[src/rtl/core/icmp_ht_pkg.sv]
// ----------------------------------------------------------------------------
// icmp_ht_pkg
// Shared types and constants for the ICMP header translator pipeline.
// ----------------------------------------------------------------------------
`default_nettype none

package icmp_ht_pkg;

  // Configuration register indexes
  typedef enum logic [1:0] {
    CFG_TUNNEL_MTU   = 2'd0,
    CFG_HDR_DIFF     = 2'd1,
    CFG_MIN_MTU_V4   = 2'd2,
    CFG_MIN_MTU_V6   = 2'd3
  } cfg_idx_t;

  localparam logic [15:0] RST_TUNNEL_MTU = 16'd1500;
  localparam logic [7:0]  RST_HDR_DIFF   = 8'd20;
  localparam logic [15:0] RST_MIN_MTU_V4 = 16'd68;
  localparam logic [15:0] RST_MIN_MTU_V6 = 16'd1280;

  // Direction
  localparam logic DIR_V4_TO_V6 = 1'b0;
  localparam logic DIR_V6_TO_V4 = 1'b1;

  // ICMPv4 types
  localparam logic [7:0] ICMP4_ECHO_REPLY   = 8'd0;
  localparam logic [7:0] ICMP4_DEST_UNREACH = 8'd3;
  localparam logic [7:0] ICMP4_ECHO_REQ     = 8'd8;
  localparam logic [7:0] ICMP4_TIME_EXCEED  = 8'd11;

  // ICMPv4 destination unreachable codes
  localparam logic [7:0] UNR4_NET          = 8'd0;
  localparam logic [7:0] UNR4_HOST         = 8'd1;
  localparam logic [7:0] UNR4_PROTO        = 8'd2;
  localparam logic [7:0] UNR4_PORT         = 8'd3;
  localparam logic [7:0] UNR4_FRAG_NEEDED  = 8'd4;
  localparam logic [7:0] UNR4_SRC_ROUTE    = 8'd5;
  localparam logic [7:0] UNR4_NET_UNKNOWN  = 8'd6;
  localparam logic [7:0] UNR4_HOST_UNKNOWN = 8'd7;
  localparam logic [7:0] UNR4_SRC_ISOLATED = 8'd8;
  localparam logic [7:0] UNR4_NET_PROHIB   = 8'd9;
  localparam logic [7:0] UNR4_HOST_PROHIB  = 8'd10;
  localparam logic [7:0] UNR4_NET_TOS      = 8'd11;
  localparam logic [7:0] UNR4_HOST_TOS     = 8'd12;
  localparam logic [7:0] UNR4_ADMIN_PROHIB = 8'd13;
  localparam logic [7:0] UNR4_PREC_CUTOFF  = 8'd15;

  // ICMPv6 types
  localparam logic [7:0] ICMP6_DEST_UNREACH = 8'd1;
  localparam logic [7:0] ICMP6_PKT_TOO_BIG  = 8'd2;
  localparam logic [7:0] ICMP6_TIME_EXCEED  = 8'd3;
  localparam logic [7:0] ICMP6_BAD_PARAM    = 8'd4;
  localparam logic [7:0] ICMP6_ECHO_REQ     = 8'd128;
  localparam logic [7:0] ICMP6_ECHO_RSP     = 8'd129;

  // ICMPv6 codes
  localparam logic [7:0] UNR6_NO_ROUTE     = 8'd0;
  localparam logic [7:0] UNR6_ADMIN_PROHIB = 8'd1;
  localparam logic [7:0] UNR6_BEYOND_SCOPE = 8'd2;
  localparam logic [7:0] UNR6_ADDR         = 8'd3;
  localparam logic [7:0] UNR6_PORT         = 8'd4;
  localparam logic [7:0] CODE_ZERO         = 8'd0;
  localparam logic [7:0] PARAM6_NEXT_HDR   = 8'd1;
  localparam logic [7:0] PTR_NEXT_HDR      = 8'd6;

  // Lengths
  localparam logic [15:0] V4_MIN_ERR_LEN = 16'd20;
  localparam logic [15:0] V6_HDR_LEN     = 16'd40;
  localparam logic [15:0] QUOTE6_MAX     = 16'd1192;
  localparam logic [15:0] QUOTE4_MAX     = 16'd528;
  localparam logic [15:0] FRAG_HDR_LEN   = 16'd8;
  localparam logic [7:0]  NH_FRAGMENT    = 8'd44;

  // RFC 1191 plateau table, largest first
  localparam int unsigned PLATEAU_CNT = 10;
  localparam logic [15:0] PLATEAU [PLATEAU_CNT] = '{
    16'd65535, 16'd32000, 16'd17914, 16'd8166, 16'd4352,
    16'd2002,  16'd1492,  16'd1006,  16'd508,  16'd296
  };

  typedef enum logic [1:0] {
    REST_COPY,
    REST_ZERO,
    REST_PTR,
    REST_MTU
  } rest_sel_t;

  typedef struct packed {
    logic [15:0] tunnel_mtu;
    logic [7:0]  header_size_diff;
    logic [15:0] min_mtu_v4;
    logic [15:0] min_mtu_v6;
  } cfg_t;

  typedef struct packed {
    logic        op;
    logic [7:0]  msg_type;
    logic [7:0]  msg_code;
    logic [31:0] rest_word;
    logic [15:0] outer_total_len;
    logic [15:0] body_len;
    logic [3:0]  inner_ihl;
    logic [7:0]  inner_next_header;
  } hdr_in_t;

  typedef struct packed {
    logic        op;
    logic        drop;
    logic        is_error;
    logic        frag;
    logic [7:0]  out_type;
    logic [7:0]  out_code;
    rest_sel_t   rest_sel;
    logic [31:0] rest_word;
    logic [15:0] plateau_mtu;
    logic [15:0] quote_raw;
  } cls_t;

  typedef struct packed {
    logic        op;
    logic        drop;
    logic        is_error;
    logic [7:0]  out_type;
    logic [7:0]  out_code;
    rest_sel_t   rest_sel;
    logic [31:0] rest_word;
    logic [15:0] mtu;
    logic [10:0] quote_len;
  } res_t;

  typedef struct packed {
    logic        drop;
    logic [7:0]  out_type;
    logic [7:0]  out_code;
    logic [31:0] out_rest_word;
    logic        is_error;
    logic [10:0] quoted_payload_len;
  } hdr_out_t;

endpackage

`default_nettype wire

[src/rtl/core/icmp_ht_classify.sv]
// ----------------------------------------------------------------------------
// icmp_ht_classify
// Stage 1: map type and code, check lengths, pick the plateau MTU estimate.
// ----------------------------------------------------------------------------
`default_nettype none

module icmp_ht_classify (
  input  wire                   clk,
  input  wire                   rst_n,
  input  icmp_ht_pkg::cfg_t     cfg,
  input  wire                   up_valid,
  output logic                  up_ready,
  input  icmp_ht_pkg::hdr_in_t  up_data,
  output logic                  dn_valid,
  input  wire                   dn_ready,
  output icmp_ht_pkg::cls_t     dn_data
);

  icmp_ht_pkg::cls_t cls_nxt;
  icmp_ht_pkg::cls_t cls_r;
  logic              valid_r;
  logic              echo;
  logic              map_ok;
  logic              len_bad;
  logic [15:0]       ihl_bytes;
  logic [15:0]       plateau;

  assign up_ready  = !valid_r || dn_ready;
  assign dn_valid  = valid_r;
  assign dn_data   = cls_r;
  assign ihl_bytes = {10'd0, up_data.inner_ihl, 2'b00};

  always_comb begin
    plateau = cfg.min_mtu_v4;
    for (int i = int'(icmp_ht_pkg::PLATEAU_CNT) - 1; i >= 0; i--) begin
      if (up_data.outer_total_len > icmp_ht_pkg::PLATEAU[i]) begin
        plateau = icmp_ht_pkg::PLATEAU[i];
      end
    end
  end

  always_comb begin
    cls_nxt             = '0;
    cls_nxt.op          = up_data.op;
    cls_nxt.rest_word   = up_data.rest_word;
    cls_nxt.frag        = (up_data.inner_next_header == icmp_ht_pkg::NH_FRAGMENT);
    cls_nxt.plateau_mtu = plateau;
    cls_nxt.rest_sel    = icmp_ht_pkg::REST_ZERO;
    echo                = 1'b0;
    map_ok              = 1'b1;
    if (up_data.op == icmp_ht_pkg::DIR_V4_TO_V6) begin
      len_bad = (up_data.body_len < icmp_ht_pkg::V4_MIN_ERR_LEN) ||
                (ihl_bytes > up_data.body_len);
      cls_nxt.quote_raw = up_data.body_len - ihl_bytes;
      unique case (up_data.msg_type)
        icmp_ht_pkg::ICMP4_ECHO_REPLY: begin
          echo             = 1'b1;
          cls_nxt.out_type = icmp_ht_pkg::ICMP6_ECHO_RSP;
        end
        icmp_ht_pkg::ICMP4_ECHO_REQ: begin
          echo             = 1'b1;
          cls_nxt.out_type = icmp_ht_pkg::ICMP6_ECHO_REQ;
        end
        icmp_ht_pkg::ICMP4_DEST_UNREACH: begin
          unique case (up_data.msg_code)
            icmp_ht_pkg::UNR4_NET, icmp_ht_pkg::UNR4_HOST,
            icmp_ht_pkg::UNR4_SRC_ROUTE, icmp_ht_pkg::UNR4_NET_UNKNOWN,
            icmp_ht_pkg::UNR4_HOST_UNKNOWN, icmp_ht_pkg::UNR4_SRC_ISOLATED,
            icmp_ht_pkg::UNR4_NET_TOS, icmp_ht_pkg::UNR4_HOST_TOS: begin
              cls_nxt.out_type = icmp_ht_pkg::ICMP6_DEST_UNREACH;
              cls_nxt.out_code = icmp_ht_pkg::UNR6_NO_ROUTE;
            end
            icmp_ht_pkg::UNR4_PROTO: begin
              cls_nxt.out_type = icmp_ht_pkg::ICMP6_BAD_PARAM;
              cls_nxt.out_code = icmp_ht_pkg::PARAM6_NEXT_HDR;
              cls_nxt.rest_sel = icmp_ht_pkg::REST_PTR;
            end
            icmp_ht_pkg::UNR4_PORT: begin
              cls_nxt.out_type = icmp_ht_pkg::ICMP6_DEST_UNREACH;
              cls_nxt.out_code = icmp_ht_pkg::UNR6_PORT;
            end
            icmp_ht_pkg::UNR4_FRAG_NEEDED: begin
              cls_nxt.out_type = icmp_ht_pkg::ICMP6_PKT_TOO_BIG;
              cls_nxt.out_code = icmp_ht_pkg::CODE_ZERO;
              cls_nxt.rest_sel = icmp_ht_pkg::REST_MTU;
            end
            icmp_ht_pkg::UNR4_NET_PROHIB, icmp_ht_pkg::UNR4_HOST_PROHIB,
            icmp_ht_pkg::UNR4_ADMIN_PROHIB, icmp_ht_pkg::UNR4_PREC_CUTOFF: begin
              cls_nxt.out_type = icmp_ht_pkg::ICMP6_DEST_UNREACH;
              cls_nxt.out_code = icmp_ht_pkg::UNR6_ADMIN_PROHIB;
            end
            default: map_ok = 1'b0;
          endcase
        end
        icmp_ht_pkg::ICMP4_TIME_EXCEED: begin
          cls_nxt.out_type = icmp_ht_pkg::ICMP6_TIME_EXCEED;
          cls_nxt.out_code = up_data.msg_code;
        end
        default: map_ok = 1'b0;
      endcase
    end else begin
      len_bad           = (up_data.body_len < icmp_ht_pkg::V6_HDR_LEN);
      cls_nxt.quote_raw = up_data.body_len - icmp_ht_pkg::V6_HDR_LEN;
      unique case (up_data.msg_type)
        icmp_ht_pkg::ICMP6_ECHO_REQ: begin
          echo             = 1'b1;
          cls_nxt.out_type = icmp_ht_pkg::ICMP4_ECHO_REQ;
        end
        icmp_ht_pkg::ICMP6_ECHO_RSP: begin
          echo             = 1'b1;
          cls_nxt.out_type = icmp_ht_pkg::ICMP4_ECHO_REPLY;
        end
        icmp_ht_pkg::ICMP6_DEST_UNREACH: begin
          cls_nxt.out_type = icmp_ht_pkg::ICMP4_DEST_UNREACH;
          unique case (up_data.msg_code)
            icmp_ht_pkg::UNR6_NO_ROUTE, icmp_ht_pkg::UNR6_BEYOND_SCOPE:
              cls_nxt.out_code = icmp_ht_pkg::UNR4_HOST;
            icmp_ht_pkg::UNR6_ADMIN_PROHIB:
              cls_nxt.out_code = icmp_ht_pkg::UNR4_HOST_PROHIB;
            icmp_ht_pkg::UNR6_PORT:
              cls_nxt.out_code = icmp_ht_pkg::UNR4_PORT;
            default: map_ok = 1'b0;
          endcase
        end
        icmp_ht_pkg::ICMP6_PKT_TOO_BIG: begin
          cls_nxt.out_type = icmp_ht_pkg::ICMP4_DEST_UNREACH;
          cls_nxt.out_code = icmp_ht_pkg::UNR4_FRAG_NEEDED;
          cls_nxt.rest_sel = icmp_ht_pkg::REST_MTU;
        end
        icmp_ht_pkg::ICMP6_TIME_EXCEED: begin
          cls_nxt.out_type = icmp_ht_pkg::ICMP4_TIME_EXCEED;
          cls_nxt.out_code = up_data.msg_code;
        end
        icmp_ht_pkg::ICMP6_BAD_PARAM: begin
          cls_nxt.out_type = icmp_ht_pkg::ICMP4_DEST_UNREACH;
          cls_nxt.out_code = icmp_ht_pkg::UNR4_PROTO;
          map_ok           = (up_data.msg_code == icmp_ht_pkg::PARAM6_NEXT_HDR);
        end
        default: map_ok = 1'b0;
      endcase
    end
    if (echo) begin
      cls_nxt.rest_sel = icmp_ht_pkg::REST_COPY;
      cls_nxt.out_code = icmp_ht_pkg::CODE_ZERO;
    end
    cls_nxt.is_error = !echo;
    cls_nxt.drop     = !echo && (!map_ok || len_bad);
  end

  always_ff @(posedge clk) begin
    if (!rst_n) begin
      valid_r <= 1'b0;
    end else if (up_ready) begin
      valid_r <= up_valid;
    end
  end

  always_ff @(posedge clk) begin
    if (up_ready && up_valid) begin
      cls_r <= cls_nxt;
    end
  end

endmodule

`default_nettype wire

[src/rtl/core/icmp_ht_resolve.sv]
// ----------------------------------------------------------------------------
// icmp_ht_resolve
// Stage 2: choose the MTU source and truncate the quoted payload length.
// ----------------------------------------------------------------------------
`default_nettype none

module icmp_ht_resolve (
  input  wire                clk,
  input  wire                rst_n,
  input  icmp_ht_pkg::cfg_t  cfg,
  input  wire                up_valid,
  output logic               up_ready,
  input  icmp_ht_pkg::cls_t  up_data,
  output logic               dn_valid,
  input  wire                dn_ready,
  output icmp_ht_pkg::res_t  dn_data
);

  icmp_ht_pkg::res_t res_nxt;
  icmp_ht_pkg::res_t res_r;
  logic              valid_r;
  logic [15:0]       q_clip;
  logic              frag_short;

  assign up_ready = !valid_r || dn_ready;
  assign dn_valid = valid_r;
  assign dn_data  = res_r;

  always_comb begin
    res_nxt.op        = up_data.op;
    res_nxt.is_error  = up_data.is_error;
    res_nxt.out_type  = up_data.out_type;
    res_nxt.out_code  = up_data.out_code;
    res_nxt.rest_sel  = up_data.rest_sel;
    res_nxt.rest_word = up_data.rest_word;
    frag_short        = 1'b0;
    if (up_data.op == icmp_ht_pkg::DIR_V4_TO_V6) begin
      res_nxt.mtu = (up_data.rest_word[15:0] < cfg.min_mtu_v4) ?
                    up_data.plateau_mtu : up_data.rest_word[15:0];
      q_clip      = (up_data.quote_raw > icmp_ht_pkg::QUOTE6_MAX) ?
                    icmp_ht_pkg::QUOTE6_MAX : up_data.quote_raw;
    end else begin
      res_nxt.mtu = (up_data.rest_word > {16'd0, cfg.tunnel_mtu}) ?
                    cfg.tunnel_mtu : up_data.rest_word[15:0];
      q_clip      = (up_data.quote_raw > icmp_ht_pkg::QUOTE4_MAX) ?
                    icmp_ht_pkg::QUOTE4_MAX : up_data.quote_raw;
      if (up_data.frag) begin
        frag_short = (q_clip < icmp_ht_pkg::FRAG_HDR_LEN);
        q_clip     = q_clip - icmp_ht_pkg::FRAG_HDR_LEN;
      end
    end
    res_nxt.quote_len = q_clip[10:0];
    res_nxt.drop      = up_data.drop || (up_data.is_error && frag_short);
  end

  always_ff @(posedge clk) begin
    if (!rst_n) begin
      valid_r <= 1'b0;
    end else if (up_ready) begin
      valid_r <= up_valid;
    end
  end

  always_ff @(posedge clk) begin
    if (up_ready && up_valid) begin
      res_r <= res_nxt;
    end
  end

endmodule

`default_nettype wire

[src/rtl/core/icmp_ht_emit.sv]
// ----------------------------------------------------------------------------
// icmp_ht_emit
// Stage 3: clamp and adjust the MTU, build the rest word, zero dropped results.
// ----------------------------------------------------------------------------
`default_nettype none

module icmp_ht_emit (
  input  wire                   clk,
  input  wire                   rst_n,
  input  icmp_ht_pkg::cfg_t     cfg,
  input  wire                   up_valid,
  output logic                  up_ready,
  input  icmp_ht_pkg::res_t     up_data,
  output logic                  dn_valid,
  input  wire                   dn_ready,
  output icmp_ht_pkg::hdr_out_t dn_data
);

  icmp_ht_pkg::hdr_out_t out_nxt;
  icmp_ht_pkg::hdr_out_t out_r;
  logic                  valid_r;
  logic [15:0]           mtu_floor;
  logic [16:0]           mtu_up;
  logic [15:0]           mtu_dn;
  logic [15:0]           diff16;
  logic [31:0]           mtu_word;
  logic [31:0]           rest;

  assign up_ready = !valid_r || dn_ready;
  assign dn_valid = valid_r;
  assign dn_data  = out_r;
  assign diff16   = {8'd0, cfg.header_size_diff};

  always_comb begin
    mtu_floor = (up_data.mtu < cfg.min_mtu_v6) ? cfg.min_mtu_v6 : up_data.mtu;
    mtu_up    = {1'b0, mtu_floor} + {1'b0, diff16};
    mtu_dn    = (up_data.mtu > diff16) ? (up_data.mtu - diff16) : 16'd0;
    mtu_word  = (up_data.op == icmp_ht_pkg::DIR_V4_TO_V6) ?
                {15'd0, mtu_up} : {16'd0, mtu_dn};
    unique case (up_data.rest_sel)
      icmp_ht_pkg::REST_COPY: rest = up_data.rest_word;
      icmp_ht_pkg::REST_ZERO: rest = 32'd0;
      icmp_ht_pkg::REST_PTR:  rest = {24'd0, icmp_ht_pkg::PTR_NEXT_HDR};
      icmp_ht_pkg::REST_MTU:  rest = mtu_word;
      default:                rest = 32'd0;
    endcase
    if (up_data.drop) begin
      out_nxt      = '0;
      out_nxt.drop = 1'b1;
    end else begin
      out_nxt.drop               = 1'b0;
      out_nxt.out_type           = up_data.out_type;
      out_nxt.out_code           = up_data.out_code;
      out_nxt.out_rest_word      = rest;
      out_nxt.is_error           = up_data.is_error;
      out_nxt.quoted_payload_len = up_data.is_error ? up_data.quote_len : 11'd0;
    end
  end

  always_ff @(posedge clk) begin
    if (!rst_n) begin
      valid_r <= 1'b0;
    end else if (up_ready) begin
      valid_r <= up_valid;
    end
  end

  always_ff @(posedge clk) begin
    if (up_ready && up_valid) begin
      out_r <= out_nxt;
    end
  end

endmodule

`default_nettype wire

[src/rtl/core/icmp_header_translator_core.sv]
// ----------------------------------------------------------------------------
// icmp_header_translator_core
// Stateless ICMP/ICMPv6 header translator, three-stage pipeline.
// ----------------------------------------------------------------------------
// Takes one ICMP header per clock while in_stall is low and returns the
// translations in order, one result per header, through three register
// stages: classify (type/code map, length checks, plateau estimate),
// resolve (MTU source, quote truncation) and emit (MTU clamp and
// header-size adjust, rest word, drop zeroing). Each stage holds its item
// while the next one is full, so throughput stays at one header per cycle
// whenever out_stall is low; in_stall rises only when all three stages
// hold items and the output is stalled. Write cfg_* only while the pipeline
// is empty.
// ----------------------------------------------------------------------------
`default_nettype none

module icmp_header_translator_core (
  input  wire         clk,
  input  wire         rst_n,

  input  wire         cfg_we,
  input  wire  [1:0]  cfg_index,
  input  wire  [15:0] cfg_wdata,

  input  wire         in_valid,
  output logic        in_stall,
  input  wire         in_op,
  input  wire  [7:0]  in_msg_type,
  input  wire  [7:0]  in_msg_code,
  input  wire  [31:0] in_rest_word,
  input  wire  [15:0] in_outer_total_len,
  input  wire  [15:0] in_body_len,
  input  wire  [3:0]  in_inner_ihl,
  input  wire  [7:0]  in_inner_next_header,

  output logic        out_valid,
  input  wire         out_stall,
  output logic        out_drop,
  output logic [7:0]  out_out_type,
  output logic [7:0]  out_out_code,
  output logic [31:0] out_out_rest_word,
  output logic        out_is_error,
  output logic [10:0] out_quoted_payload_len
);

  icmp_ht_pkg::cfg_t     cfg_r;
  icmp_ht_pkg::hdr_in_t  hdr_in;
  icmp_ht_pkg::cls_t     cls;
  icmp_ht_pkg::res_t     res;
  icmp_ht_pkg::hdr_out_t hdr_out;
  logic                  s1_ready;
  logic                  s1_valid;
  logic                  s2_ready;
  logic                  s2_valid;
  logic                  s3_ready;

  always_ff @(posedge clk) begin
    if (!rst_n) begin
      cfg_r.tunnel_mtu       <= icmp_ht_pkg::RST_TUNNEL_MTU;
      cfg_r.header_size_diff <= icmp_ht_pkg::RST_HDR_DIFF;
      cfg_r.min_mtu_v4       <= icmp_ht_pkg::RST_MIN_MTU_V4;
      cfg_r.min_mtu_v6       <= icmp_ht_pkg::RST_MIN_MTU_V6;
    end else if (cfg_we) begin
      unique case (cfg_index)
        icmp_ht_pkg::CFG_TUNNEL_MTU: cfg_r.tunnel_mtu       <= cfg_wdata;
        icmp_ht_pkg::CFG_HDR_DIFF:   cfg_r.header_size_diff <= cfg_wdata[7:0];
        icmp_ht_pkg::CFG_MIN_MTU_V4: cfg_r.min_mtu_v4       <= cfg_wdata;
        icmp_ht_pkg::CFG_MIN_MTU_V6: cfg_r.min_mtu_v6       <= cfg_wdata;
        default: ;
      endcase
    end
  end

  assign hdr_in.op                = in_op;
  assign hdr_in.msg_type          = in_msg_type;
  assign hdr_in.msg_code          = in_msg_code;
  assign hdr_in.rest_word         = in_rest_word;
  assign hdr_in.outer_total_len   = in_outer_total_len;
  assign hdr_in.body_len          = in_body_len;
  assign hdr_in.inner_ihl         = in_inner_ihl;
  assign hdr_in.inner_next_header = in_inner_next_header;

  assign in_stall = !s1_ready;

  icmp_ht_classify u_classify (
    .clk      (clk),
    .rst_n    (rst_n),
    .cfg      (cfg_r),
    .up_valid (in_valid),
    .up_ready (s1_ready),
    .up_data  (hdr_in),
    .dn_valid (s1_valid),
    .dn_ready (s2_ready),
    .dn_data  (cls)
  );

  icmp_ht_resolve u_resolve (
    .clk      (clk),
    .rst_n    (rst_n),
    .cfg      (cfg_r),
    .up_valid (s1_valid),
    .up_ready (s2_ready),
    .up_data  (cls),
    .dn_valid (s2_valid),
    .dn_ready (s3_ready),
    .dn_data  (res)
  );

  icmp_ht_emit u_emit (
    .clk      (clk),
    .rst_n    (rst_n),
    .cfg      (cfg_r),
    .up_valid (s2_valid),
    .up_ready (s3_ready),
    .up_data  (res),
    .dn_valid (out_valid),
    .dn_ready (!out_stall),
    .dn_data  (hdr_out)
  );

  assign out_drop               = hdr_out.drop;
  assign out_out_type           = hdr_out.out_type;
  assign out_out_code           = hdr_out.out_code;
  assign out_out_rest_word      = hdr_out.out_rest_word;
  assign out_is_error           = hdr_out.is_error;
  assign out_quoted_payload_len = hdr_out.quoted_payload_len;

  a_stall_only_when_full: assert property (@(posedge clk) disable iff (!rst_n)
    in_stall |-> (s1_valid && s2_valid && out_valid && out_stall))
    else $error("input stalled while pipeline has room");

  a_drop_zeroes: assert property (@(posedge clk) disable iff (!rst_n)
    (out_valid && out_drop) |-> (out_out_type == 8'd0 && out_out_code == 8'd0 &&
      out_out_rest_word == 32'd0 && !out_is_error && out_quoted_payload_len == 11'd0))
    else $error("dropped result carries nonzero fields");

  a_quote_bound: assert property (@(posedge clk) disable iff (!rst_n)
    out_valid |-> (out_quoted_payload_len <= icmp_ht_pkg::QUOTE6_MAX[10:0]))
    else $error("quoted payload length above limit");

  a_echo_no_quote: assert property (@(posedge clk) disable iff (!rst_n)
    (out_valid && !out_is_error) |-> (out_quoted_payload_len == 11'd0))
    else $error("echo result with quoted payload length");

endmodule

`default_nettype wire

[config.mk]
export PLATFORM = sky130hd
export DESIGN_NAME = icmp_header_translator_core
export DESIGN_NICKNAME = d
export VERILOG_FILES = /design/src/rtl/core/icmp_ht_pkg.sv /design/src/rtl/core/icmp_ht_classify.sv /design/src/rtl/core/icmp_ht_resolve.sv /design/src/rtl/core/icmp_ht_emit.sv /design/src/rtl/core/icmp_header_translator_core.sv
export SDC_FILE = /design/constraint.sdc
export NUM_CORES = 1
export LEC_CHECK = 0
export BUFFER_PORTS_ARGS = -buffer_cell sky130_fd_sc_hd__buf_2
export CORE_ASPECT_RATIO = 2
export CORE_MARGIN = 2
export CORE_UTILIZATION = 40
export DETAILED_ROUTE_END_ITERATION = 7
export HOLD_SLACK_MARGIN = 0.08
export PLACE_DENSITY = 0.56
export REMOVE_ABC_BUFFERS = 1
export SYNTH_ARGS = -nofsm -noshare
export SYNTH_HDL_FRONTEND = slang
export SYNTH_SLANG_ARGS = --single-unit
[constraint.sdc]
create_clock -name clk -period 14.1 [get_ports clk]
set_clock_uncertainty 0.1 [all_clocks]
set_input_delay 2.82 -clock clk [delete_from_list [all_inputs] [get_ports clk]]
set_output_delay 2.82 -clock clk [all_outputs]
set_load 0.01 [all_outputs]
# Word level (Yosys, flattened, before mapping)
# Index checks and enable logic that the tools add are counted.
# totals
elab_cells	176
reg_bits	286
ram_bits	0
romBits	0
out_inout_bits	63
latch_bits	0
n_memories	0
# classes
n_div	0
reduce_logical	41
addsub	5
eq_ne	29
muxes	44
n_shift	0
bitwise	1
n_lt_le_gt_ge	20
n_mul	0
# op_table
op	count
$mux 16	16
$pmux 32 s4	1
$eq 8x4->1 const B	9
$pmux 8 s4	2
$mux 61	1
$pmux 11 s5	1
$gt 16x11->1 const B	3
$mux 11	4
$eq 8x3->1 const B	5
$eq 8x2->1 const B	4
$gt 16x10->1 const B	2
$gt 16x13->1 const B	2
$gt 16x15->1 const B	2
$gt 16x9->1 const B	2
$gt 32x16->1	1
$lt 16x16->1	2
$pmux 4 s3	2
$mux 18	1
$add 16x8->17	1
$mux 17	1
$eq 8x1->1 const B	2
$eq 8x8->1 const B	2
$gt 16x16->1 const B	1
$gt 16x8->1	1
other kinds (30)	72

# Longest topological paths before layout
# Gate-level depths: netlist (run 1).
# logic_depth
depth_word	10
depth_mapped	17
depth_no_buf	16

# Hierarchy
# From an unflattened synthesis (run 1), not the netlist that was laid out.
# unflattened
cells_unflattened	1331
area_unflattened_um2	15034.4
# modules_own_cells
mod	n_inst	area_per_inst_um2	seq_area_each_um2	cells_each
icmp_ht_emit	1	4403.0	1851.8	415
icmp_ht_resolve	1	4280.4	2422.3	345
icmp_ht_classify	1	4157.7	2512.4	354
icmp_header_translator_core	1	2193.4	1121.1	217

# Worst setup path after synthesis (run 1)
# No wires, ideal clock.
# synth_timing
kind	input to register
start	in out_stall
end	reg u_emit.out_r (netlist bit u_emit.dn_data[0]), enable pin
n_path_buf	0
t_arrival_ns	7.059
setup_time_ns	0.562
path_slack_ns	6.379
cell_stages	1
t_required_ns	13.438
cell_sequence	a21boi_0
# synth_via
elab_chain_cells	3
# synth_rtl
item	line_no	text
start: declaration	icmp_header_translator_core.sv:37	input wire out_stall,
$logic_not 1->1	icmp_header_translator_core.sv:117	.dn_ready (!out_stall),
$logic_or 1x1->1	icmp_ht_emit.sv:29	assign up_ready = !valid_r || dn_ready;
$logic_and 1x1->1	icmp_ht_emit.sv:69	if (up_ready && up_valid) begin
end signal: assignment	icmp_ht_emit.sv:70	out_r <= out_nxt;
end: declaration	icmp_ht_emit.sv:20	icmp_ht_pkg::hdr_out_t out_r;
# Every way passes these cells.
# A chain may end at the register's enable or synchronous reset.

# Worst setup path in the final report (run 1)
# layout_timing
start	in out_stall
end	out in_stall
# layout_via
elab_chain_cells	5
# layout_rtl
item	line_no	text
$logic_not 1->1	icmp_header_translator_core.sv:117	
$logic_or 1x1->1	icmp_ht_emit.sv:29	
$logic_or 1x1->1	icmp_ht_resolve.sv:25	assign up_ready = !valid_r || dn_ready;
$logic_or 1x1->1	icmp_ht_classify.sv:28	assign up_ready = !valid_r || dn_ready;
$logic_not 1->1	icmp_header_translator_core.sv:83	assign in_stall = !s1_ready;
end: declaration	icmp_header_translator_core.sv:26	output logic in_stall,
# Every way passes these cells.

==> out/results.ini, run 1 <==
[synthesis]
synthDistinctLibCells=79
synth_cells=1410
synth_area_per_cell_um2=10.4
synth_top_flop_cell=edfxtp_1
post_synth_instance_area_um2=14600
synth_seq_cells=277
synth-seq-area-share_pct=52.8
ys_warn_count=0
synth_enable_flop_cells=218
async_flop_share_pct=0

[route]
antenna_violating_nets_post_route=0
via_per_inst=5.44
vias=11100
initialDrtViolationCount=587
drt_wl_total_um=39800
detail_route.first_pass.iterations=6
drcViolationCount=0
routed_wire_length_per_instance_um=19.5

[floorplanning]
initial_cell_density_of_the_core_pct=40.3
die_height_um=275
die_area_um2=38200
ios=179
placement_rows=99
die-width_um=139
standard_cell_core_area_um2=36300

[place]
gp_congestion=0.881
detailed_place_hpwl_um=30500
io_buffer_count=175
pre_cts_slack_ns=7.59
place.detailed.instances=1994

[cts]
cts_root_buffer=clkbuf_16
cts_setup_buffers=0
cts_resized=0
cts.reportedPaths.clkPinSlew_ns=0.07
clockBufferDepth=3
tritoncts_clock_tree=yes
holdBufCountCts=0
clk_latency_ns=0.56
cts-buffers-inserted=26
cts_htree_levels=1
numClockSinks=277

[pwr]
p_leak_nw=6.32
power_density_nw_per_um2=116
power.ir.vdd_worst_uv=89.7
design_power_total_mw=1.96

[sta]
final_min_period_over_clock_period_pct=46.1
setup_viol=0
maxClockFrequency_mhz=154
final_max_slew_viol_count=0
postLayoutSetupSlackWorst_ns=7.60
setup_repair_after_global_routing_missed_its_margin=false
worst_slew_pin_slew_ns=1.28
setup_total_negative_slack_ns=0
relSlewSlack_pct=14.6
layout_min_cycle_time_ns=6.50
hold_violations=0

[grt]
grt_pass1_vias=11400
grt_overflow_total=0
first_pass_grt_wire_length_um=61200
antenna_found_initial=2
grt_max_degree=74
grt_usage_pct=20.4

[run_status]
outcome=completed

[flow_run]
drv.max_cap_violation_count=0

[setup_path]
worstSetupPathType=primary input to primary output
setup.worst_path.start_class=primary input
arrival_ns=3.58
r2r_cells=15
endpoint_class_of_the_critical_path=primary output
r2r_setup_slack_ns=8.83
critical_path_required_ns=11.18
critical_path_peak_fanout=3

[layout]
final_cell_count_no_fill=2043
num-nets-final=1756
n_fill_cell=3416
synthToLayoutAreaGrowth_pct=15.5
final_layout_size_suffix_gt1_share_pct=17.4

[min_path]
hold_path_depth=0
hold_path_class=flip-flop to flip-flop

area by class of cell:
cell class	count	area [um2]	share of cell area, %
Sequential cell	277	7730	45.7
Multi-Input combinational cell	999	6430	38.0
Timing Repair Buffer	189	981	5.80
Clock buffer	34	752	4.45
Tap cell	454	568	3.36
Inverter	75	282	1.66
Clock inverter	14	173	1.02
Antenna cell	1	2.50	0.0148
worst paths after layout:
path	to	from
worst max-delay path	in_stall	out_stall
worst min-delay path	u_resolve.dn_data[72]$_DFFE_PP_	u_classify.dn_data[77]$_SDFFCE_PN0P_
worst max register to register	u_emit.dn_data[23]$_SDFFCE_PP0P_	u_resolve.dn_data[12]$_DFFE_PP_
worst min register to register	u_resolve.dn_data[72]$_DFFE_PP_	u_classify.dn_data[77]$_SDFFCE_PN0P_
layout by cell type, fill, tap and decap left out, types with 18 or more instances in the layout:
master     Yosys  layout
a211oi_1      23      23
a21boi_0      40      39
a21oi_1       58      58
and2_1        43      43
buf_2          1     175
clkbuf_16      0      27
dfxtp_1       59      59
edfxtp_1     218     218
ha_1          69      69
inv_1         74      74
mux2_2        19      19
nand2_1      183     183
nand3_1       23      23
nor2_1       121     120
nor2b_1       32      30
nor3_1        22      22
nor4_1        18      18
o21ai_0       66      66
o31ai_1       24      24
or3_1         23      23
xnor2_1       20      20
xor2_1        21      21
power by group:
group | total [mW] | leakage [nW] | switching [mW] | internal (mW)
clock | 0.753 | 0.451 | 0.319 | 0.434
sequential | 0.965 | 2.51 | 0.0339 | 0.932
combinational | 0.246 | 3.36 | 0.149 | 0.0972
metal layers:
layer	wire (um)	track usage, %	share of wire (%)
met1	13000	18.6	33
met2	23000	42.2	58
met3	1530	2.65	3.8
met4	2250	11.3	5.6
met5	13	0	0.033
kinds of logic (layout without fill, tap and decap cells):
| family | after synthesis | after routing | synth area share (%) |
|---|---|---|---|
| xor+xnor | 41 | 41 | 2.45 |
| fa+ha+maj | 72 | 72 | 6.31 |
| compound gates | 329 | 329 | 15.3 |
| buf+inv | 136 | 312 | 3.62 |
| other cells | 1 | 4 | 0.0256 |
| simple gates | 523 | 523 | 17.2 |
| flops | 277 | 277 | 52.8 |
| mux | 31 | 31 | 2.28 |
state kept, by name, summed over array words and instances, names as in the netlist:
signal	count
u_resolve.dn_valid	1
u_classify.dn_valid	1
u_classify.dn_data	83
cfg_r	56
u_resolve.dn_data	77
u_emit.dn_valid	1
u_emit.dn_data	58
cells in the mapped netlist (all sizes together) (6+ instances only):
cell	number	area [um2]
a21boi	40	300
mux2i	12	120
inv	74	278
a21o	11	82.6
nand4	8	50.1
nand2	183	687
o22ai	6	37.5
o21ai	70	350
a211oi	23	173
a22oi	12	90.1
o31ai	25	201
and2	43	269
nor3	22	110
o31a	6	52.6
dfxtp	59	1180
edfxtp	218	6550
o211ai	17	128
mux2	19	214
nor4	19	125
xnor2	20	175
and3	8	50.1
buf	7	46.3
o21a	15	113
xor2	21	184
ha	69	863
a31oi	7	43.8
nand3	23	115
nor2b	32	200
clkbuf	54	203
a21oi	59	299
nand2b	10	62.6
nor2	122	465
or3	23	144
metrics by stage:
step	utilization, %	cell area (um2)	hold WS (ns)
after global placement	44.0	16000	0.301
final	46.6	16900	0.318
after detailed placement	44.0	16000	0.305
after CTS	46.6	16900	0.319
after floorplan	-	14400	0.300
after global routing	46.6	16900	0.327
critical path, stage by stage:
cell    delay [ns]
buf_2         0.12
and3_1        0.24
and2_1        0.23
buf_2         0.16
Power figures use the tool's default switching activity.
==> inputs of run 2 (changes only) <==
==> constraint.sdc (replaced) <==
create_clock -name clk -period 6.28 [get_ports clk]
set_clock_uncertainty 0.1 [all_clocks]
set_input_delay 1.256 -clock clk [delete_from_list [all_inputs] [get_ports clk]]
set_output_delay 1.256 -clock clk [all_outputs]
set_load 0.01 [all_outputs]
==> out/results.ini, run 2 (synthesis gave the netlist of run 1 again) <==
[floorplanning]
die_area_um2=38200  ; unchanged
standard_cell_core_area_um2=36300  ; unchanged
die_height_um=275  ; unchanged
placement_rows=99  ; unchanged
ios=179  ; unchanged
die-width_um=139  ; unchanged
initial_cell_density_of_the_core_pct=40.3  ; unchanged

[min_path]
hold_start=u_classify.dn_data[67]$_SDFFCE_PN0P_
hold_path_class=flip-flop to flip-flop
worstHoldEndpoint=u_resolve.dn_data[62]$_DFFE_PP_
hold_path_depth=0  ; unchanged

[grt]
grt_overflow_total=0  ; unchanged
grt_max_degree=60  ; -19%
antenna_found_initial=2  ; unchanged
grt_usage_pct=20.5  ; +0.084 points
first_pass_grt_wire_length_um=61400  ; +0.30%
grt_pass1_vias=11500  ; +0.90%

[route]
antenna_violating_nets_post_route=0  ; unchanged
initialDrtViolationCount=583  ; -0.68%
route.top_layer_used=met5
dr_wl_met3_um=1420  ; -7.4%
detail_route.first_pass.iterations=6  ; unchanged
vias=11200  ; +0.67%
wl_met1_um=13100  ; +0.39%
via_per_inst=5.48  ; +0.63%
drcViolationCount=0  ; unchanged
routed_wire_length_per_instance_um=19.6  ; +0.38%
route.met2.wl_um=22900  ; -0.40%
drt_wl_total_um=40000  ; +0.43%

[sta]
maxClockFrequency_mhz=199
worst_slew_pin_slew_ns=1.16  ; -0.115 ns
final_max_slew_viol_count=0  ; unchanged
setup_total_negative_slack_ns=0  ; unchanged
relSlewSlack_pct=22.6  ; +8.0 points
setup_viol=0  ; unchanged
postLayoutSetupSlackWorst_ns=1.25  ; -6.35 ns
setup_repair_after_global_routing_missed_its_margin=false
final_min_period_over_clock_period_pct=80.1
layout_min_cycle_time_ns=5.03
hold_violations=0  ; unchanged

[layout]
most_common_library_cell_in_the_layout_ignoring_fill_and_taps=edfxtp_1
synthToLayoutAreaGrowth_pct=15.4  ; about the same
num-nets-final=1757  ; +0.057%
multi_input_comb_area_um2=6430  ; unchanged
n_fill_cell=3458  ; +1.2%
final_layout_size_suffix_gt1_share_pct=17.2  ; -0.14 points
register_area_um2=7730  ; unchanged
mostFrequentLayoutCells=218 x edfxtp_1, 183 x nand2_1, 175 x buf_2, 120 x nor2_1, 74 x inv_1
largest_register_ff_count=83  ; unchanged

[setup_path]
r2r_cells=14  ; -1
timing.critical_path.max_delay_family=compound AO/OA/AOI/OAI gates
crit_path_max_incr_delay_ns=0.87  ; +0.63 ns
endpoint_class_of_the_critical_path=flip-flop
timing.rr.start=u_resolve.dn_data[12]$_DFFE_PP_
path_buf_inv=0  ; -2
timing.critical_path.from=u_resolve.dn_data[12]$_DFFE_PP_
critical_path_peak_fanout=13  ; +10
arrival_ns=5.22  ; +1.64 ns
setup.worst_path.start_class=flip-flop
critical_path_required_ns=6.47  ; -4.71 ns
r2r_setup_slack_ns=1.25  ; -7.58 ns
reg2reg_to=u_emit.dn_data[23]$_SDFFCE_PP0P_
slowest_stage=a41oi_1
worstSetupPathType=flip-flop to flip-flop
worstPathCellList=ha_1, nand2_1, o21ai_0, a31oi_1, o41ai_4, mux2_2, ha_1, a211oi_1, o21ai_0, a41oi_1, nor3b_1, xor2_1, a22oi_1, o21ai_1

[cts]
clk_latency_ns=0.55  ; about the same
cts.reportedPaths.clkPinSlew_ns=0.07  ; about the same
cts_resized=0  ; unchanged
cts_htree_levels=1  ; unchanged
holdBufCountCts=0  ; unchanged
cts_setup_buffers=0  ; unchanged
cts-buffers-inserted=26  ; unchanged
numClockSinks=277  ; unchanged
clockBufferDepth=3  ; unchanged
tritoncts_clock_tree=yes
cts_root_buffer=clkbuf_16

[place]
io_buffer_count=175  ; unchanged
gp_congestion=0.907  ; +2.9%
detailed_place_hpwl_um=30800  ; +1.2%
pre_cts_slack_ns=1.22  ; -6.37 ns

[pwr]
internal_power_mw=3.27  ; +120%
share_comb_of_total_power_pct=12.6  ; about the same
power.ir.vdd_worst_uv=220  ; +150%
p_leak_nw=6.32  ; -0.10%
p_switching_mw=1.11  ; +120%
clkPwrFrac_pct=37.9  ; -0.4 points
seq_power_share_pct=49.5  ; +0.3 points
power.switching_fraction_pct=25.3  ; -0.21 points
power_density_nw_per_um2=259  ; +120%

[flow_run]
drv.max_cap_violation_count=0  ; unchanged

[run_status]
outcome=completed

==> run 2: changes by cell type in the layout (fill, tap and decap cells not counted) <==
| cell | delta |
|---|---|
| clkbuf_8 | -1 |
| buf_4 | +1 |
| clkbuf_1 | +3 |
| clkinv_2 | +1 |
| inv_6 | +1 |
| clkinv_4 | -3 |
| inv_4 | -1 |
==> run 2: layer usage <==
metal,global-route usage (%),up-vias
li1,-,5448
met1,18.5,5304
met2,42.1,309
met3,2.42,129
met4,12.6,2
met5,0,-
==> run 2: layout make-up <==
class / count / area share [%]
sequential: 277 / 45.7
multi-input combinational: 999 / 38.0
timing repair buffer: 190 / 5.85
clock buffer: 36 / 4.43
tap: 454 / 3.36
inverter: 75 / 1.67
clock inverter: 12 / 0.911
antenna: 1 / 0.0148
==> run 2: metrics by stage <==
step | std cells | total power [mW] | instance area [um2] | hold WS, ns | util [%]
after floorplan | 1351 | 2.53 | 14400 | 0.300 | -
after detailed placement | 1995 | 2.76 | 16000 | 0.305 | 44.1
after global routing | 2044 | 4.56 | 16900 | 0.328 | 46.6
final | 2044 | 4.38 | 16900 | 0.319 | 46.6
after global placement | 1995 | 2.75 | 16000 | 0.300 | 44.1
after CTS | 2043 | 4.43 | 16900 | 0.321 | 46.6
==> run 2: power groups by stage <==
stage	Clock, mW	Combinational, mW	Sequential [mW]
floorplan	0	0.330	2.20
global placement	0	0.543	2.21
detailed placement	0	0.552	2.21
CTS	1.71	0.554	2.17
global route	1.77	0.613	2.18
finish	1.66	0.553	2.17
==> run 2: worst max-delay path by stage <==
stage,end,slack (ns),depth (start not counted)
2_1_floorplan,u_emit.dn_data[0]$_SDFFCE_PP0P_,0.12,1
3_3_place_gp,u_emit.dn_data[20]$_SDFFCE_PP0P_,1.30,15
3_5_place_dp,u_emit.dn_data[23]$_SDFFCE_PP0P_,1.22,14
4_1_cts,u_emit.dn_data[27]$_SDFFCE_PP0P_,1.21,13
5_1_grt,u_emit.dn_data[27]$_SDFFCE_PP0P_,0.98,13
6_report,u_emit.dn_data[23]$_SDFFCE_PP0P_,1.25,14
==> inputs of run 3 (changes only) <==
--- a/config.mk
+++ b/config.mk
@@ -5,13 +5,14 @@
 export SDC_FILE = /design/constraint.sdc
 export NUM_CORES = 1
 export LEC_CHECK = 0
+export ABC_AREA = 1
 export BUFFER_PORTS_ARGS = -buffer_cell sky130_fd_sc_hd__buf_2
 export CORE_ASPECT_RATIO = 2
 export CORE_MARGIN = 2
 export CORE_UTILIZATION = 40
 export DETAILED_ROUTE_END_ITERATION = 7
 export HOLD_SLACK_MARGIN = 0.08
-export PLACE_DENSITY = 0.56
+export PLACE_DENSITY = 0.59
 export REMOVE_ABC_BUFFERS = 1
 export SYNTH_ARGS = -nofsm -noshare
 export SYNTH_HDL_FRONTEND = slang
==> constraint.sdc (replaced) <==
create_clock -name clk -period 4.25 [get_ports clk]
set_clock_uncertainty 0.1 [all_clocks]
set_input_delay 0.85 -clock clk [delete_from_list [all_inputs] [get_ports clk]]
set_output_delay 0.85 -clock clk [all_outputs]
set_load 0.01 [all_outputs]
==> out/results.ini, run 3 <==
[run_status]
outcome=completed

[setup_path]
critical_path_required_ns=4.45  ; -2.02 ns
endpoint_class_of_the_critical_path=flip-flop
critical_path_peak_fanout=25  ; +12
worstSetupPathType=flip-flop to flip-flop
arrival_ns=4.13  ; -1.09 ns
setup.worst_path.start_class=flip-flop
r2r_setup_slack_ns=0.33  ; -0.92 ns

[sta]
layout_min_cycle_time_ns=3.92  ; -1.11 ns
hold_violations=0  ; unchanged
maxClockFrequency_mhz=255  ; +28%
relSlewSlack_pct=33.0  ; +10 points
final_max_slew_viol_count=0  ; unchanged
finalHoldWorstSlack_ns=0.323  ; +0.00397 ns
worst_slew_pin_slew_ns=1.00  ; -0.157 ns
final_min_period_over_clock_period_pct=92.3  ; +12 points
setup_repair_after_global_routing_missed_its_margin=false
setup_viol=0  ; unchanged

[grt]
grt_overflow_total=0  ; unchanged
grt_pass1_vias=11900  ; +4.0%
first_pass_grt_wire_length_um=62200  ; +1.2%
grt_most_used_layer=met2
met3_track_demand_over_resource_in_global_routing_pct=2.35  ; -0.072 points
grt_max_degree=84  ; +40%
antenna_found_initial=4  ; +2
met2_track_usage_gr_pct=43.6  ; +1.4 points
met1_track_demand_over_resource_in_global_routing_pct=18.3  ; -0.25 points
grt_usage_pct=21.2  ; +0.68 points

[floorplanning]
ios=179  ; unchanged
die_height_um=273  ; -0.74%
die_area_um2=37700  ; -1.5%
placement_rows=98  ; -1.0%
standard_cell_core_area_um2=35700  ; -1.7%
die-width_um=138  ; -0.74%
initial_cell_density_of_the_core_pct=40.4  ; +0.074 points

[cts]
cts-buffers-inserted=26  ; unchanged
holdBufCountCts=0  ; unchanged
clockBufferDepth=3  ; unchanged
tritoncts_clock_tree=yes
cts_root_buffer=clkbuf_16
clk_latency_ns=0.56  ; about the same
numClockSinks=277  ; unchanged
cts.reportedPaths.clkPinSlew_ns=0.07  ; about the same
cts_htree_levels=1  ; unchanged

[route]
initialDrtViolationCount=454  ; -22%
antenna_violating_nets_post_route=0  ; unchanged
via_per_inst=5.25  ; -4.1%
drcViolationCount=0  ; unchanged
vias=11600  ; +3.8%
detail_route.first_pass.iterations=6  ; unchanged
drt_wl_total_um=40600  ; +1.5%
routed_wire_length_per_instance_um=18.3  ; -6.2%

[synthesis]
post_synth_instance_area_um2=14400  ; -1.5%
synth_enable_flop_cells=218  ; unchanged
async_flop_share_pct=0  ; unchanged
ys_warn_count=0  ; unchanged
synth_top_cells_by_count=225 x nand2_1, 223 x inv_1, 218 x edfxtp_1
synth_cells=1565  ; +11%
synth_top_flop_cell=edfxtp_1
post-synth-top-count-cell=nand2_1
synth_area_per_cell_um2=9.21  ; -11%
synth_seq_cells=277  ; unchanged
synth-seq-area-share_pct=53.6  ; +0.81 points
synth.top_cells.by_area=edfxtp_1 45%, dfxtp_1 8.2%, a21oi_1 6.0%, ha_1 6.0%, nand2_1 5.9%
synthDistinctLibCells=59  ; -25%
synth_top_area_share_pct=45.4  ; +0.68 points
synth_largest_area_cell=edfxtp_1

[layout]
most_common_library_cell_in_the_layout_ignoring_fill_and_taps=nand2_1
n_fill_cell=3411  ; -1.4%
final_layout_size_suffix_gt1_share_pct=16.9  ; -0.32 points
synthToLayoutAreaGrowth_pct=16.1
register_area_um2=7730  ; unchanged
mostFrequentLayoutCells=225 x nand2_1, 222 x inv_1, 218 x edfxtp_1, 175 x buf_2, 173 x a21oi_1
final_util_pct=46.9  ; +0.36 points
num-nets-final=1930  ; +9.8%
multi_input_comb_area_um2=5670  ; -12%
largest_register_ff_count=83  ; unchanged

[min_path]
hold_path_class=flip-flop to flip-flop

[place]
gp_congestion=0.932  ; +2.7%
io_buffer_count=175  ; unchanged
detailed_place_hpwl_um=31500  ; +2.3%

[pwr]
power.ir.vdd_worst_uv=330  ; +50%
p_leak_nw=6.91  ; +9.4%
power_density_nw_per_um2=377  ; +45%

[flow_run]
drv.max_cap_violation_count=0  ; unchanged

run 3: changes by cell type after synthesis, moves of 23 or more:
cell,before,now
a21oi_1,58,174
a211oi_1,23,0
nor2b_1,32,0
o21ai_0,66,128
a21boi_0,40,1
inv_1,74,223
nand3_1,23,55
nor2_1,121,150
or3_1,23,0
and2_1,43,0
nand2_1,183,225
run 3: metrics by stage:
stage | worst slack (ns) | instances | cell area, um2 | TNS, ns | total power [mW]
final | 0.329 | 2213 | 16700 | 0 | 6.32
after global routing | 0.00258 | 2213 | 16700 | 0 | 6.56
after CTS | 0.231 | 2208 | 16700 | 0 | 6.38
after detailed placement | 0.239 | 2161 | 15800 | 0 | 3.97
after global placement | 0.326 | 2161 | 15800 | 0 | 3.96
after floorplan | -0.958 | 1522 | 14200 | -81.67 | 3.66
run 3: worst paths after layout:
path,startpoint,to,cells past startpoint
setup / recovery,u_resolve.dn_data[20]$_DFFE_PP_,u_emit.dn_data[25]$_SDFFCE_PP0P_,21
setup reg to reg,u_resolve.dn_data[20]$_DFFE_PP_,u_emit.dn_data[25]$_SDFFCE_PP0P_,21
hold / removal,u_classify.dn_data[67]$_SDFFCE_PN0P_,u_resolve.dn_data[62]$_DFFE_PP_,0
hold reg to reg,u_classify.dn_data[67]$_SDFFCE_PN0P_,u_resolve.dn_data[62]$_DFFE_PP_,0
run 3: report_power, final:
group	switching, mW	internal, mW	total, mW	leakage, nW
registers	0.0743	3.06	3.13	2.55
logic	0.515	0.269	0.784	3.93
clock network	1.04	1.36	2.40	0.426
total	1.63	4.68	6.32	6.91
run 3: cell type report:
type                            count  area share, %
Clock buffer                       30           4.10
Multi-Input combinational cell   1013           33.9
Clock inverter                     17           1.13
Tap cell                          450           3.36
Sequential cell                   277           46.2
Antenna cell                        2         0.0299
Timing Repair Buffer              192           6.14
Inverter                          232           5.21
run 3: cells by family after synthesis:
family / share of synthesized area (%)
xor gates and xnor gates: 1.03
and+or+nand+nor: 16.9
adders and majority gates: 6.40
DFF: 53.6
AOI/OAI and AO/OA: 14.7
other: 0.0260
buffers and inverters: 7.38
run 3: layer usage:
metal  vias up  routed length, um
met2       334              23100
li1       5725                  -
met4         2               3200
met1      5404              12900
met5         -                 12
met3       150               1420
run 3: critical path: stages, from the launching register on:
cell and delay, ns:
edfxtp_1 0.49, ha_1 0.34, a21oi_1 0.16, o21ai_1 0.11, a21oi_4 0.27, nand2_8 0.17
nand2_1 0.08, o21ai_0 0.08, ha_1 0.34, nand3_1 0.08, nand2_1 0.14, inv_1 0.05
o21ai_0 0.31, nand2_1 0.12, nand2_1 0.11, nand3_2 0.15, nor2_4 0.19, nand3_1 0.10
nand2_1 0.07, nand2_1 0.04, nand2_1 0.08, a21oi_2 0.05
run 3: timing repair:
item	CTS	global route
resized for setup	0	2
endpoints found under the setup margin	0	7
buffers inserted	0	3
hold endpoints to repair	0	0
